--- src/bsfs_pkg.sv ---
`default_nettype none

package bsfs_pkg;

  localparam int unsigned REG_IDX_W = 2;

  localparam logic [REG_IDX_W-1:0] REG_FLAG    = 2'd0;
  localparam logic [REG_IDX_W-1:0] REG_ESCAPE  = 2'd1;
  localparam logic [REG_IDX_W-1:0] REG_ADDRESS = 2'd2;
  localparam logic [REG_IDX_W-1:0] REG_CONTROL = 2'd3;

  localparam logic [7:0] FLAG_RST    = 8'h7E;
  localparam logic [7:0] ESCAPE_RST  = 8'hE0;
  localparam logic [7:0] ADDRESS_RST = 8'hFF;
  localparam logic [7:0] CONTROL_RST = 8'h03;

  typedef logic [2:0] phase_t;

  localparam phase_t PH_FLAG  = 3'd0;
  localparam phase_t PH_ADDR  = 3'd1;
  localparam phase_t PH_CTRL  = 3'd2;
  localparam phase_t PH_ESC   = 3'd3;
  localparam phase_t PH_DATA  = 3'd4;
  localparam phase_t PH_SUM   = 3'd5;
  localparam phase_t PH_CLOSE = 3'd6;

  localparam logic CMD_PAYLOAD = 1'b0;
  localparam logic CMD_END     = 1'b1;

  typedef struct packed {
    logic [7:0] flag;
    logic [7:0] escape;
    logic [7:0] address;
    logic [7:0] control;
  } cfg_t;

  typedef struct packed {
    phase_t     phase;
    logic [7:0] byte_val;
    logic       last;
    logic       done;
    phase_t     phase_nxt;
    logic       in_frame_nxt;
    logic [7:0] sum_nxt;
  } step_t;

  function automatic logic [7:0] oc_add(input logic [7:0] a, input logic [7:0] b);
    logic [8:0] s;
    s = {1'b0, a} + {1'b0, b};
    return s[7:0] + {7'd0, s[8]};
  endfunction

endpackage

`default_nettype wire

--- src/bsfs_cfg_regs.sv ---
`default_nettype none

module bsfs_cfg_regs (
  input  wire logic                           clk,
  input  wire logic                           rst_n,
  input  wire logic                           cfg_we,
  input  wire logic [bsfs_pkg::REG_IDX_W-1:0] cfg_index,
  input  wire logic [7:0]                     cfg_wdata,
  output bsfs_pkg::cfg_t                      cfg
);
  import bsfs_pkg::*;

  cfg_t cfg_r;

  always_ff @(posedge clk) begin
    if (!rst_n) begin
      cfg_r.flag    <= FLAG_RST;
      cfg_r.escape  <= ESCAPE_RST;
      cfg_r.address <= ADDRESS_RST;
      cfg_r.control <= CONTROL_RST;
    end else if (cfg_we) begin
      unique case (cfg_index)
        REG_FLAG:    cfg_r.flag    <= cfg_wdata;
        REG_ESCAPE:  cfg_r.escape  <= cfg_wdata;
        REG_ADDRESS: cfg_r.address <= cfg_wdata;
        REG_CONTROL: cfg_r.control <= cfg_wdata;
        default: ;
      endcase
    end
  end

  assign cfg = cfg_r;

endmodule

`default_nettype wire

--- src/bsfs_step.sv ---
`default_nettype none

module bsfs_step (
  input  wire bsfs_pkg::cfg_t   cfg,
  input  wire logic             first,
  input  wire bsfs_pkg::phase_t phase_r,
  input  wire logic             cmd,
  input  wire logic [7:0]       data,
  input  wire logic             in_frame,
  input  wire logic [7:0]       sum,
  output bsfs_pkg::step_t       st
);
  import bsfs_pkg::*;

  logic   stuff;
  phase_t body_phase;
  phase_t cur;

  assign stuff = (data == cfg.flag) || (data == cfg.escape);

  always_comb begin
    if (cmd == CMD_END) begin
      body_phase = PH_SUM;
    end else if (stuff) begin
      body_phase = PH_ESC;
    end else begin
      body_phase = PH_DATA;
    end
  end

  assign cur = first ? (in_frame ? body_phase : PH_FLAG) : phase_r;

  always_comb begin
    st              = '0;
    st.phase        = cur;
    st.in_frame_nxt = in_frame;
    st.sum_nxt      = sum;
    st.phase_nxt    = cur;
    unique case (cur)
      PH_FLAG: begin
        st.byte_val  = cfg.flag;
        st.phase_nxt = PH_ADDR;
      end
      PH_ADDR: begin
        st.byte_val  = cfg.address;
        st.phase_nxt = PH_CTRL;
      end
      PH_CTRL: begin
        st.byte_val     = cfg.control;
        st.phase_nxt    = body_phase;
        st.in_frame_nxt = 1'b1;
        st.sum_nxt      = '0;
      end
      PH_ESC: begin
        st.byte_val  = cfg.escape;
        st.phase_nxt = PH_DATA;
        st.sum_nxt   = oc_add(sum, cfg.escape);
      end
      PH_DATA: begin
        st.byte_val = data;
        st.last     = 1'b1;
        st.sum_nxt  = oc_add(sum, data);
      end
      PH_SUM: begin
        st.byte_val  = ~sum;
        st.phase_nxt = PH_CLOSE;
      end
      PH_CLOSE: begin
        st.byte_val     = cfg.flag;
        st.last         = 1'b1;
        st.done         = 1'b1;
        st.in_frame_nxt = 1'b0;
        st.sum_nxt      = '0;
      end
      default: begin
        st.byte_val = '0;
        st.last     = 1'b1;
      end
    endcase
  end

endmodule

`default_nettype wire

--- src/byte_stuffing_frame_sender.sv ---
`default_nettype none

// Byte-stuffing frame sender: payload bytes and end-of-frame commands come in on the in_
// stream, framed line bytes leave on the out_ stream at one byte per cycle while out_tready
// is high. The first item of a frame is preceded by flag, address and control bytes; a
// payload byte equal to the flag or escape value goes out behind an escape byte; end of
// frame sends the complemented 8-bit ones' complement sum of the stuffed bytes and then the
// closing flag, marked by out_tuser. out_tlast marks the last byte caused by each input
// beat. An item gives one output byte if plain, two if escaped or for end of frame, plus
// three when it opens a frame. The single output byte register sets this rate; a new beat is
// taken in the cycle its predecessor's last byte is loaded, so single-byte items stream back
// to back. Configuration must be written while idle; the block does not enforce it.
module byte_stuffing_frame_sender (
  input  wire logic                           clk,
  input  wire logic                           rst_n,
  input  wire logic                           in_tvalid,
  output logic                                in_tready,
  input  wire logic [7:0]                     in_tdata,   // data_byte
  input  wire logic [0:0]                     in_tuser,   // command
  output logic                                out_tvalid,
  input  wire logic                           out_tready,
  output logic [7:0]                          out_tdata,  // out_byte
  output logic                                out_tlast,
  output logic [0:0]                          out_tuser,  // frame_done
  input  wire logic                           cfg_we,
  input  wire logic [bsfs_pkg::REG_IDX_W-1:0] cfg_index,
  input  wire logic [7:0]                     cfg_wdata
);
  import bsfs_pkg::*;

  cfg_t       cfg;
  step_t      st;

  logic       hold_valid_r;
  logic       hold_cmd_r;
  logic [7:0] hold_data_r;
  logic       first_r;
  phase_t     phase_r;
  logic       in_frame_r;
  logic [7:0] sum_r;

  logic       out_valid_r;
  logic [7:0] out_byte_r;
  logic       out_last_r;
  logic       out_done_r;

  logic       emit;
  logic       in_fire;

  bsfs_cfg_regs u_cfg (
    .clk       (clk),
    .rst_n     (rst_n),
    .cfg_we    (cfg_we),
    .cfg_index (cfg_index),
    .cfg_wdata (cfg_wdata),
    .cfg       (cfg)
  );

  bsfs_step u_step (
    .cfg      (cfg),
    .first    (first_r),
    .phase_r  (phase_r),
    .cmd      (hold_cmd_r),
    .data     (hold_data_r),
    .in_frame (in_frame_r),
    .sum      (sum_r),
    .st       (st)
  );

  assign emit      = hold_valid_r && (!out_valid_r || out_tready);
  assign in_tready = !hold_valid_r || (emit && st.last);
  assign in_fire   = in_tvalid && in_tready;

  // input holding register and per-item sequencing
  always_ff @(posedge clk) begin
    if (!rst_n) begin
      hold_valid_r <= 1'b0;
      first_r      <= 1'b1;
      phase_r      <= PH_FLAG;
      in_frame_r   <= 1'b0;
      sum_r        <= '0;
    end else begin
      if (emit) begin
        in_frame_r <= st.in_frame_nxt;
        sum_r      <= st.sum_nxt;
        phase_r    <= st.phase_nxt;
      end
      if (in_fire) begin
        hold_valid_r <= 1'b1;
        first_r      <= 1'b1;
      end else if (emit) begin
        first_r <= 1'b0;
        if (st.last) begin
          hold_valid_r <= 1'b0;
        end
      end
    end
  end

  always_ff @(posedge clk) begin
    if (in_fire) begin
      hold_cmd_r  <= in_tuser[0];
      hold_data_r <= in_tdata;
    end
  end

  // output byte register
  always_ff @(posedge clk) begin
    if (!rst_n) begin
      out_valid_r <= 1'b0;
    end else if (emit) begin
      out_valid_r <= 1'b1;
    end else if (out_tready) begin
      out_valid_r <= 1'b0;
    end
  end

  always_ff @(posedge clk) begin
    if (emit) begin
      out_byte_r <= st.byte_val;
      out_last_r <= st.last;
      out_done_r <= st.done;
    end
  end

  assign out_tvalid   = out_valid_r;
  assign out_tdata    = out_byte_r;
  assign out_tlast    = out_last_r;
  assign out_tuser[0] = out_done_r;

  a_done_is_last: assert property (@(posedge clk) disable iff (!rst_n)
    out_tvalid && out_tuser[0] |-> out_tlast)
    else $error("closing flag not marked as last byte");

  a_busy_hold: assert property (@(posedge clk) disable iff (!rst_n)
    !in_tready |-> hold_valid_r)
    else $error("input stalled with nothing pending");

  a_open_sets_frame: assert property (@(posedge clk) disable iff (!rst_n)
    emit && st.phase == PH_CTRL |=> in_frame_r && sum_r == 8'd0)
    else $error("frame not opened after control byte");

  a_close_clears_frame: assert property (@(posedge clk) disable iff (!rst_n)
    emit && st.done |=> !in_frame_r && sum_r == 8'd0)
    else $error("frame still open after closing flag");

  a_flag_only_when_closed: assert property (@(posedge clk) disable iff (!rst_n)
    emit && st.phase == PH_FLAG |-> !in_frame_r)
    else $error("opening flag sent inside an open frame");

endmodule

`default_nettype wire
--- config.mk ---
export PLATFORM = sky130hd
export DESIGN_NAME = byte_stuffing_frame_sender
export DESIGN_NICKNAME = d
export VERILOG_FILES = /design/src/bsfs_pkg.sv /design/src/bsfs_cfg_regs.sv /design/src/bsfs_step.sv /design/src/byte_stuffing_frame_sender.sv
export SDC_FILE = /design/constraint.sdc
export NUM_CORES = 1
export LEC_CHECK = 0
export ABC_AREA = 0
export BUFFER_PORTS_ARGS = -buffer_cell sky130_fd_sc_hd__buf_2
export CAP_MARGIN = 25
export CORE_UTILIZATION = 35
export CTS_CLUSTER_SIZE = 14
export DETAILED_ROUTE_END_ITERATION = 8
export RECOVER_POWER = 100
export SLEW_MARGIN = 20
export SYNTH_ARGS = -nofsm -noshare
export SYNTH_HDL_FRONTEND = slang
export SYNTH_SLANG_ARGS = --single-unit
--- constraint.sdc ---
create_clock -name clk -period 4.4 [get_ports clk]
set_input_delay 0.66 -clock clk [delete_from_list [all_inputs] [get_ports clk]]
set_output_delay 0.66 -clock clk [all_outputs]
set_load 0.02 [all_outputs]
==> results of run 1 <==
## critical path: stages (launching register included)
cell      delay, ps
edfxtp_1        510
xor2_1          200
nor4_1          480
a22oi_1         260
o21ai_0         760
and2_0          270
o31ai_1         140
clkbuf_1        200
## registers in the layout (all words and copies together), names as in the netlist
name	count
out_tdata	8
first_r	1
in_frame_r	1
out_tuser	1
out_tvalid	1
hold_valid_r	1
sum_r	8
out_tlast	1
phase_r	3
u_cfg.cfg	32
hold_cmd_r	1
hold_data_r	8
## cell usage after synthesis, drive strengths merged, types with 4 or more instances
| cell type | instances | area [sq um] |
|---|---|---|
| nand2 | 84 | 315 |
| dfxtp | 47 | 941 |
| a21oi | 38 | 190 |
| nand3 | 30 | 150 |
| xor2 | 26 | 235 |
| nor2 | 25 | 93.8 |
| o21ai | 22 | 110 |
| ha | 20 | 250 |
| edfxtp | 19 | 571 |
| clkbuf | 16 | 100 |
| a22oi | 13 | 103 |
| or3 | 8 | 50.1 |
| a211oi | 6 | 50.1 |
| mux2 | 5 | 56.3 |
| nor4 | 5 | 46.3 |
| o21bai | 5 | 37.5 |
| o221ai | 5 | 43.8 |
| or2 | 5 | 31.3 |
| nand2b | 4 | 25.0 |
| nor2b | 4 | 25.0 |
| o31ai | 4 | 30.0 |
## final cells by class
cell class                 count  area [sq um]  share of cell area [%]
sequential                    66          1510                    33.0
timing repair buffer          39           180                    3.94
inverter                       4          15.0                   0.328
multi-input combinational    365          2350                    51.4
tap                          140           175                    3.83
clock buffer                  10           229                    5.00
clock inverter                 6           114                    2.49
## cell families after synthesis
kind of cell             after synthesis  synth area share (%)
multiplexers                           8                  2.16
AND/OR/NAND/NOR                      182                  21.7
flip-flops                            66                  37.7
buffers and inverters                 23                  3.40
AO/OA/AOI/OAI                        122                  20.1
adder cells (fa/ha/maj)               22                  7.25
XOR/XNOR                              31                  7.69
## power by group through the flow
| stage | Clock [mW] | Combinational (mW) | Sequential (mW) |
|---|---|---|---|
| after global placement | 0 | 0.188 | 0.706 |
| after floorplan | 0 | 0.133 | 0.697 |
| after detailed placement | 0 | 0.190 | 0.707 |
| after CTS | 0.846 | 0.191 | 0.694 |
| final | 0.840 | 0.190 | 0.695 |
| after global routing | 0.876 | 0.211 | 0.699 |
## worst min-delay path by stage
stage / startpoint / to / slack [ps] / cells past startpoint
finish: u_cfg.cfg[2]$_SDFFE_PN0P_ / u_cfg.cfg[2]$_SDFFE_PN0P_ / 460 / 2
global route: u_cfg.cfg[8]$_SDFFE_PN1P_ / u_cfg.cfg[8]$_SDFFE_PN1P_ / 490 / 2
CTS: u_cfg.cfg[2]$_SDFFE_PN0P_ / u_cfg.cfg[2]$_SDFFE_PN0P_ / 460 / 2
detailed placement: u_cfg.cfg[2]$_SDFFE_PN0P_ / u_cfg.cfg[2]$_SDFFE_PN0P_ / 450 / 2
global placement: u_cfg.cfg[2]$_SDFFE_PN0P_ / u_cfg.cfg[2]$_SDFFE_PN0P_ / 450 / 2
floorplan: u_cfg.cfg[7]$_SDFFE_PN0P_ / u_cfg.cfg[7]$_SDFFE_PN0P_ / 430 / 2
## layer usage
metal  part of all wire, %  GRT usage, %
met3                   6.4          4.06
met4                   3.1          9.27
met2                    44          31.7
met1                    46          27.9
met5                     0             0
## per-stage QoR
stage                     util, %  power, mW  hold slack, ps  area, sq um
after CTS                    41.9       1.73             459         4600
after detailed placement     38.8      0.897             451         4260
after global routing         41.7       1.79             492         4580
final                        41.7       1.73             459         4580
after global placement       38.8      0.894             447         4260
after floorplan                 -      0.830             433         4010
==> impl_metrics.yaml, run 1 <==
timing:
  setup_tns_ps: 0
  min_period_over_period_pct: 86.8
  slew_headroom_pct: 3.76
  layout_setup_ws_ps: 580
  worst_slew_pin_slew_ps: 1440
  rsz0062_at_grt: "false"
  period_minus_slack_ps: 3820
  max_freq_mhz: 262
  fin_skew_ps: 8.31
  setup_viol: 0
  hold_viol: 0
  slew_viol_final: 0
clock_network:
  cts_sinks: 66
  cts_root_buf: "clkbuf_16"
  numCtsBuffers: 9
  ctsHtreeMaxLevel: 3
  post_cts_resized: 0
  ctsHoldBuffers: 0
  cts_tree: "built"
  post_cts_buffers: 0
  clk_latency_ps: 340
  cts.path.max_buffers: 2
  path_clk_slew_ps: 60
pwr:
  seq_power_share_pct: 40.3
  p_leak_nw: 1.83
  comb_power_share_pct: 11.0
  power_switching_mw: 0.436
  peakVddDrop_mv: 0.194
  clkPwrFrac_pct: 48.7
  intPower_mw: 1.29
  pwr_density_cell_mw_per_mm2: 377
  switching_share_pct: 25.3
setup_path:
  worst-setup-path-type: "flip-flop to primary output"
  ff2ff_path_depth: 14
  start_kind: "flip-flop"
  cp-end-kind: "primary output"
  rr_startpoint: "u_cfg.cfg[16]$_SDFFE_PN0P_"
  crit_fanout: 9
  reg2reg_slack_ps: 730
  crit_end: "in_tready"
  cp.required_ps: 3740
  critPathArrivalTime_ps: 3160
  critPathLaunch: "hold_data_r[0]$_DFFE_PP_"
  r2r-end: "sum_r[7]$_SDFFE_PN0P_"
die:
  dieArea_sq_mm: 0.0119
  dieHeight_um: 109
  core-area_sq_mm: 0.0110
  die_w_um: 109
  rows: 38
  initial_core_util_pct: 36.5
  ioPinCount: 36
routing:
  antenna_left: 0
  drt-total-wl_um: 11300
  vias: 3601
  drt-initial-drc-count: 317
  drt-pass1-iter-count: 5
  drc: 0
  via_per_inst: 5.72
  wire_per_inst_um: 18.0
synthesis:
  netlist-cell-type-count: 65
  ys.flop_type: "dfxtp_1"
  ys_seq_area_share_pct: 37.7
  async_reset_ff_share_pct: 0
  synth_edf_count: 19
  synth_cells: 454
  syn_nets: 500
  syn_area_sq_mm: 0.00401
  avgSynthCellArea_sq_um: 8.82
  ys_ff_latch: 66
  synth_warnings: 0
global_routing:
  grt.overflow.total: 0
  grt_pass1_wl_um: 18100
  grt_use_total_pct: 20.6
  grt_pass1_vias: 3429
  grt_max_degree: 31
  antenna_found_initial: 0
cells_and_area:
  layout_commonest_cell: "nand2_1"
  area_growth_pct: 14.3
  final_nets: 531
  final_cell_mix: "nand2_1 (84), dfxtp_1 (47), a21oi_1 (38), nand3_1 (30)"
  final_cells: 630
  final_layout_size_suffix_gt1_share_pct: 11.2
  fillerInstances: 1094
  antenna_cells: 0
placed_design:
  hpwl_um: 8590
  gp_congestion: 0.935
  pre_cts_ws_ps: 944
  dp_cells: 613
  port_buffers: 35
worst_hold_path:
  hold_path_class: "flip-flop to flip-flop"
run_status:
  status: "finished, final reports clean"
flow_run:
  drv_cap: 0
Note: power is estimated with default switching activity, not from simulation.
==> inputs of run 2 (changes only) <==
CORE_UTILIZATION = 57   (was 35)
PLACE_DENSITY = 0.77   (was default)
clock period = 4.31 ns   (was 4.4 ns; I/O delays follow)
==> impl_metrics.yaml, run 2 (synthesis gave the netlist of run 1 again) <==
routing:
  vias: 3631
  drc: 0
  via_per_inst: 6.21
  drt-initial-drc-count: 312
  drt-pass1-iter-count: 5
  antenna_left: 0
  drt-total-wl_um: 10700
  wire_per_inst_um: 18.2
clock_network:
  clk_latency_ps: 340
  post_cts_resized: 0
  ctsHoldBuffers: 0
  ctsHtreeMaxLevel: 3
  cts_sinks: 66
  post_cts_buffers: 0
  cts.path.max_buffers: 2
  cts_tree: "built"
  cts_root_buf: "clkbuf_8"
  path_clk_slew_ps: 70
  numCtsBuffers: 9
global_routing:
  grt_max_degree: 31
  grt.overflow.total: 0
  grt_use_total_pct: 31.1
  antenna_found_initial: 0
  grt_pass1_wl_um: 17300
  grt_pass1_vias: 3375
setup_path:
  cp.required_ps: 3660
  crit_fanout: 9
  worst-setup-path-type: "flip-flop to primary output"
  cp-end-kind: "primary output"
  critPathArrivalTime_ps: 3080
  start_kind: "flip-flop"
cells_and_area:
  largest_reg_flops: 32
  final_cells: 585
  final_nets: 530
  final_layout_size_suffix_gt1_share_pct: 10.6
  antenna_cells: 0
  area_growth_pct: 8.84
  final_cell_mix: "nand2_1 (84), dfxtp_1 (47), a21oi_1 (38), nand3_1 (30)"
  layout_commonest_cell: "nand2_1"
placed_design:
  gp_congestion: 1.00
  dp_cells: 569
  hpwl_um: 7960
  port_buffers: 35
timing:
  max_freq_mhz: 268
  min_period_over_period_pct: 86.5
  setup_tns_ps: 0
  hold_viol: 0
  period_minus_slack_ps: 3730
  rsz0062_at_grt: "false"
  worst_slew_pin_slew_ps: 1330
  setup_viol: 0
  fin_skew_ps: 11.5
  slew_headroom_pct: 11.5
  slew_viol_final: 0
pwr:
  pwr_density_cell_mw_per_mm2: 323
  peakVddDrop_mv: 0.293
  p_leak_nw: 1.76
die:
  die_w_um: 85.8
  dieArea_sq_mm: 0.00737
  ioPinCount: 36
  core-area_sq_mm: 0.00679
  dieHeight_um: 85.8
  initial_core_util_pct: 59.0
  rows: 30
worst_hold_path:
  hold_path_class: "input pin to flip-flop"
flow_run:
  drv_cap: 0
run_status:
  status: "finished, final reports clean"
[run 2: worst paths after layout]
check | startpoint | to | slack, ps | cells after the start
worst max-delay path | hold_data_r[5]$_DFFE_PP_ | in_tready | 580 | 7
worst min-delay path | in_tdata[4] | hold_data_r[4]$_DFFE_PP_ | 470 | 1
worst max register to register | u_cfg.cfg[16]$_SDFFE_PN0P_ | sum_r[7]$_SDFFE_PN0P_ | 710 | 14
worst min register to register | u_cfg.cfg[5]$_SDFFE_PN0P_ | u_cfg.cfg[5]$_SDFFE_PN0P_ | 480 | 2
[run 2: metrics by stage]
stage               total power, mW  hold WS, ps  setup WS, ps  utilization [%]  area (sq um)
floorplan                     0.847          433          1150                -          4010
global placement              0.907          457           961             61.8          4200
detailed placement            0.913          466           850             61.8          4200
CTS                            1.41          466           721             64.6          4390
global route                   1.46          453           394             64.2          4360
finish                         1.41          472           584             64.2          4360
[run 2: worst max-delay path: stages (launching register included)]
cell and delay, ps:
edfxtp_1 490, xor2_1 190, nor4_1 600, a22oi_1 320, o21ai_1 550, and2_0 250
o31ai_1 140, clkbuf_1 200
[run 2: cell type report]
| cell class | instances | area [sq um] |
|---|---|---|
| flip-flops and latches | 66 | 1510 |
| fillers | 590 | 2430 |
| well taps | 96 | 120 |
| inverters | 4 | 15.0 |
| multi-input cells | 365 | 2350 |
| clock inverters | 3 | 40.0 |
| clock buffers | 13 | 149 |
| repair buffers | 38 | 171 |
[run 2: metal layers]
layer	track usage, %	routed length, um	vias up
li1	-	-	1720
met1	42.6	4740	1694
met2	46.5	4620	184
met3	6.93	910	33
met4	15.0	399	0
met5	0	0	-
[run 2: report_power, final]
group          leakage, nW  switching (mW)  internal, mW
Clock               0.0974           0.223         0.282
Sequential           0.561          0.0358         0.672
Combinational         1.10           0.121        0.0746
Total                 1.76           0.379          1.03
